[config.mk]
export PLATFORM = sky130hd
export DESIGN_NAME = ffha_ram
export DESIGN_NICKNAME = d
export VERILOG_FILES = /design/src/design/ffha_ram.sv
export SDC_FILE = /design/constraint.sdc
export NUM_CORES = 1
export LEC_CHECK = 0
export BUFFER_PORTS_ARGS = -buffer_cell sky130_fd_sc_hd__buf_4
export CAP_MARGIN = 20
export CORE_ASPECT_RATIO = 1.75
export CORE_UTILIZATION = 40
export DETAILED_ROUTE_END_ITERATION = 8
export PLACE_DENSITY = 0.52
export RECOVER_POWER = 25
export SLEW_MARGIN = 10
export SYNTH_ARGS = -nofsm -noshare
export SYNTH_HDL_FRONTEND = slang
export SYNTH_SLANG_ARGS = --single-unit
[constraint.sdc]
create_clock -name clk -period 3.9 [get_ports clk]
set_clock_uncertainty 0.15 [all_clocks]
set_input_delay 0.195 -clock clk [delete_from_list [all_inputs] [get_ports clk]]
set_output_delay 0.195 -clock clk [all_outputs]
set_load 0.005 [all_outputs]
[src/design/ffha_ram.sv]
// Generic simple dual-port RAM (one write port, one read port) with registered read.
`default_nettype none
module ffha_ram #(
  parameter int unsigned WIDTH = 8,
  parameter int unsigned DEPTH = 16
) (
  input  wire logic                     clk,
  input  wire logic                     we,
  input  wire logic [$clog2(DEPTH)-1:0] waddr,
  input  wire logic [WIDTH-1:0]         wdata,
  input  wire logic [$clog2(DEPTH)-1:0] raddr,
  output logic      [WIDTH-1:0]         rdata
);
  logic [WIDTH-1:0] mem_r [DEPTH];

  always_ff @(posedge clk) begin
    if (we) begin
      mem_r[waddr] <= wdata;
    end
    rdata <= mem_r[raddr];
  end
endmodule
`default_nettype wire

# Word level (Yosys, flattened, before mapping)

Memories as Yosys holds them, arrays and structs flattened. A register that Yosys moved wholly into a read port is not among the register bits.
Cells that the tools add are included.

Word-level logic and storage cells: 3
Flip-flop bits (word level): 0
RAM bits: 128
Output and inout port bits: 8
Input port bits: 18
Memories: 1

Memories:

| memory | words | bits a word | rd ports | clocked after memory_dff | write ports | line | text |
|---|---|---|---|---|---|---|---|
| mem_r  | 16    | 8           | 1        | 1                        | 1           | 14   | `logic [WIDTH-1:0] mem_r [DEPTH];` |

Mux-type cells: 2

Operators by type and width:

| operator         | count |
|---|---|
| 1-bit 2-to-1 mux | 2 |

# Longest topological paths before layout

Depth in word-level cells: 2
Depth in mapped cells: 5
Mapped depth without buffers: 3

# Least setup slack after synthesis

Ideal clock, no wire load.

Kind: input-to-reg
Start point: in waddr[2]
End point: mem mem_r[0][0] (enable)
Data arrival time: 1.305 ns
Stages on the path: 2
Required time: 3.367 ns
Buffers on the path: 0
Setup time: 0.383 ns
Slack: 2.062 ns
Cell sequence: or3b_2 > nor3_1

RTL lines:

| element         | line | text |
|---|---|---|
| start, declared | 9    | `input wire logic [$clog2(DEPTH)-1:0] waddr,` |
| end, declared   | 14   |  |

Straight into the memory's write port.

# Final worst setup path

Start point: in waddr[2]
End point: mem mem_r[0][6] (enable)

Straight into the memory's write port.

==> key figures <==
Logic synthesis
  – Synth Instances: roughly 230
  – Synth Net Count: 247
  – Avg Synthesized Cell Area: between 20 and 25 um^2
  – Post-Synth Simple-Gate Area: roughly 3.2%
  – Main combinational cell family by area after synthesis: multiplexers
  – Post-synthesis instance area: roughly 0.005 mm^2
  – FF+latch count, synth: 136
  – Share of the synthesized area in compound gates (AO/OA/AOI/OAI): between 2 and 2.5%
  – Fraction of synthesized area in multiplexers: between 15 and 20%
  – Post-synthesis xor/xnor area fraction: 0%
  – Post-synth cell types: 19
  – Count of synthesis-stage warnings from yosys: 0
  – Adder and majority gate portion of the synthesized area: 0%
  – Post-synthesis sequential area ratio: between 70% and 80%

Timing
  – Relative slew slack: 28.94%
  – Final Setup Violations: 0
  – Min Clock Period, post-route: about 1.7 ns
  – Number of hold violations in the final report: 0
  – Setup repair after global routing missed its margin: false
  – Maximum achievable frequency: slightly below 600 MHz
  – Setup TNS: 0 ns
  – Worst Tran Pin Value: approximately 1.1 ns
  – Fraction of the cycle the final worst path needs: a little over two fifths
  – Count of final max-slew check failures: 0
  – Post-Route Hold Slack: just over 0.06 ns

Clocking
  – Clock transition at path regs: around 0.05 ns
  – CTS root buffer: clkbuf_16
  – TritonCTS buffer count: 17
  – Clock tree from TritonCTS: yes
  – Number of levels the H-tree was split into: 4
  – Clock Latency Late Sink: a little over 0.4 ns
  – Maximum count of clock buffers along a single path: 2
  – Count of clock tree sinks: roughly 140
  – Buffer count from post-CTS setup fixing: 0

Power
  – Pwr Density: about 530 mW/mm^2
  – PnR Total Power: ~3.3 mW
  – Leak Pwr: 2.007 nW
  – Peak supply drop: about 0.3 mV

Cells and area
  – Final design utilization: 48.64%
  – Proportion of layout cells with a drive suffix above 1: about 24%
  – Most common cell after layout, fill and taps aside: edfxtp_1
  – Diodes inserted: 0
  – Commonest cells after routing, fill and taps aside: edfxtp_1 (128), buf_4 (21), mux4_2 (18), clkbuf_16 (17), a22oi_1 (16)
  – Layout Area Growth over Synthesis: 18.11%
  – Final standard cell area without fillers: 0.006080 mm^2
  – Layout net count: 293

Floorplanning
  – Floorplan die height: around 150 um
  – Core Footprint: about 0.012 mm^2
  – Die W: approximately 90 um
  – Num rows: 54
  – Top-level I/O count: 26
  – Initial core utilization: approximately two fifths
  – Die area: 0.01334 mm^2

Critical path
  – Required time at the endpoint of the critical path: approximately 3.9 ns
  – Number of cells on the critical path: 4
  – Critical path buffers and inverters: 2
  – Reg-to-reg setup timing slack: approximately 2.4 ns
  – Library cell contributing the largest single delay on the critical path: or3b_2
  – Worst Path Arrival: approximately 1.7 ns
  – Maximum fanout along the worst path: 5
  – Reg2Reg Launch Point: mem_r[1][3]
  – Gate family responsible for the most delay along the worst path: simple AND/OR/NAND/NOR gates
  – Crit Path Class: input port to flip-flop
  – Capturing element type of the critical path: flip-flop
  – Cell chain of the critical path: clkbuf_1 > or3b_2 > nor3_1 > clkbuf_2
  – Termination of the worst setup path: mem_r[0][6]
  – Worst Setup Start Kind: input port
  – End of the worst register-to-register path: rdata[3]
  – Crit path launch: waddr[2]
  – Path depth of the worst reg2reg path: 3
  – Slowest Stage Delay on Critical Path: 0.53 ns

Placement
  – Last weighted congestion value of the routability-driven placer: about 0.74
  – DP Area: between 0.005 and 0.006 mm^2
  – Half-perimeter wire length after detailed placement: around 6500 um
  – IO Port Bufs: 25

Global route
  – Initial antenna violation count: 0
  – GR Util All Layers: ~17%
  – Maximum number of pins on one net before global-route repair: 33
  – Via count of the first global-routing pass: around 2500
  – Wire length of the first global-routing pass: approximately 16000 um
  – Grt total ovfl: 0

Detailed routing
  – Total Wirelength: roughly 10000 um
  – Count of TritonRoute iterations in the first routing pass: 4
  – Post-route DRC: 0
  – ANT nets after route: 0
  – Vias: around 2400
  – Average detailed-routed wire length per instance: between 20 and 25 um
  – Number of vias per cell: approximately 5.2
  – DRT iter0 DRCs: about 130

Hold path
  – Type of the most critical hold path: input port to flip-flop
  – Hold Path Origin: waddr[0]

Outcome
  – Outcome: completed

Flow run
  – Max-cap check violation count: 0
-- what timing repair did --
action                                 in CTS  in global routing
hold buffers                                8                  0
gates resized for setup                     0                  0
endpoints found under the hold margin     128                  0
-- layout make-up --
cell class / count / area [um^2]
Timing Repair Buffer: 37 / 269.0
Tap cell: 168 / 210.2
Sequential cell: 136 / 4004
Multi-Input combinational cell: 83 / 1062
Clock inverter: 10 / 80.08
Clock buffer: 22 / 454.2
Fill cell: 1072 / 6420
-- state kept, by name, indices dropped and copies added (netlist names) --
signal  count
mem_r     128
rdata       8
-- layer usage --
layer	up-vias	share of wire (%)	global-route usage [%]
met5	-	0	0
met1	1222	40	21.63
met2	68	55	28.65
met3	8	4.1	5.595
li1	1065	-	-
met4	0	1.2	5.621
-- how the worst min path moves through the flow --
stage | slack (ns) | to | depth (start not counted)
detailed placement | 0.37 | mem_r[6][1] | 1
CTS | 0.07 | mem_r[4][2] | 2
global route | 0.06 | mem_r[0][3] | 2
global placement | 0.35 | mem_r[5][1] | 1
finish | 0.06 | mem_r[0][0] | 2
floorplan | 0.14 | mem_r[0][0] | 0
-- worst register-to-register path, stage by stage, from the launching register on --
cell,delay (ns)
edfxtp_1,0.36
mux4_1,0.50
a22oi_1,0.26
nand2_1,0.09
-- kinds of logic after synthesis --
group	Yosys count
mux	32
flops	136
simple gates	35
compound gates	16
buf+inv	10
-- cell usage after synthesis (all sizes together) --
cell type,number,area share (%)
a22oi,16,2.3
nor3,4,0.39
nor2b,1,0.12
nand2b,2,0.24
mux4,32,15
edfxtp,128,75
nor2,13,0.95
nand2,9,0.66
buf,7,1.1
nand3b,2,0.29
clkdlybuf4s25,3,0.58
or3b,1,0.17
nand3,1,0.097
and2b,1,0.15
dfxtp,8,3.1
and2,1,0.12
-- through the flow --
| stage | std cells | setup slack (ns) |
|---|---|---|
| 5_1_grt | 456 | 2.140 |
| 6_report | 456 | 2.211 |
| 4_1_cts | 454 | 2.052 |
| 2_1_floorplan | 229 | 2.062 |
| 3_3_place_gp | 414 | 1.669 |
| 3_5_place_dp | 414 | 1.620 |
-- report_power, final --
group,switching (mW),internal [mW]
combinational,0.0843,0.0703
clock,0.569,0.884
sequential,0.00894,1.64
total,0.662,2.59
Note: power is estimated with default switching activity, not from simulation.
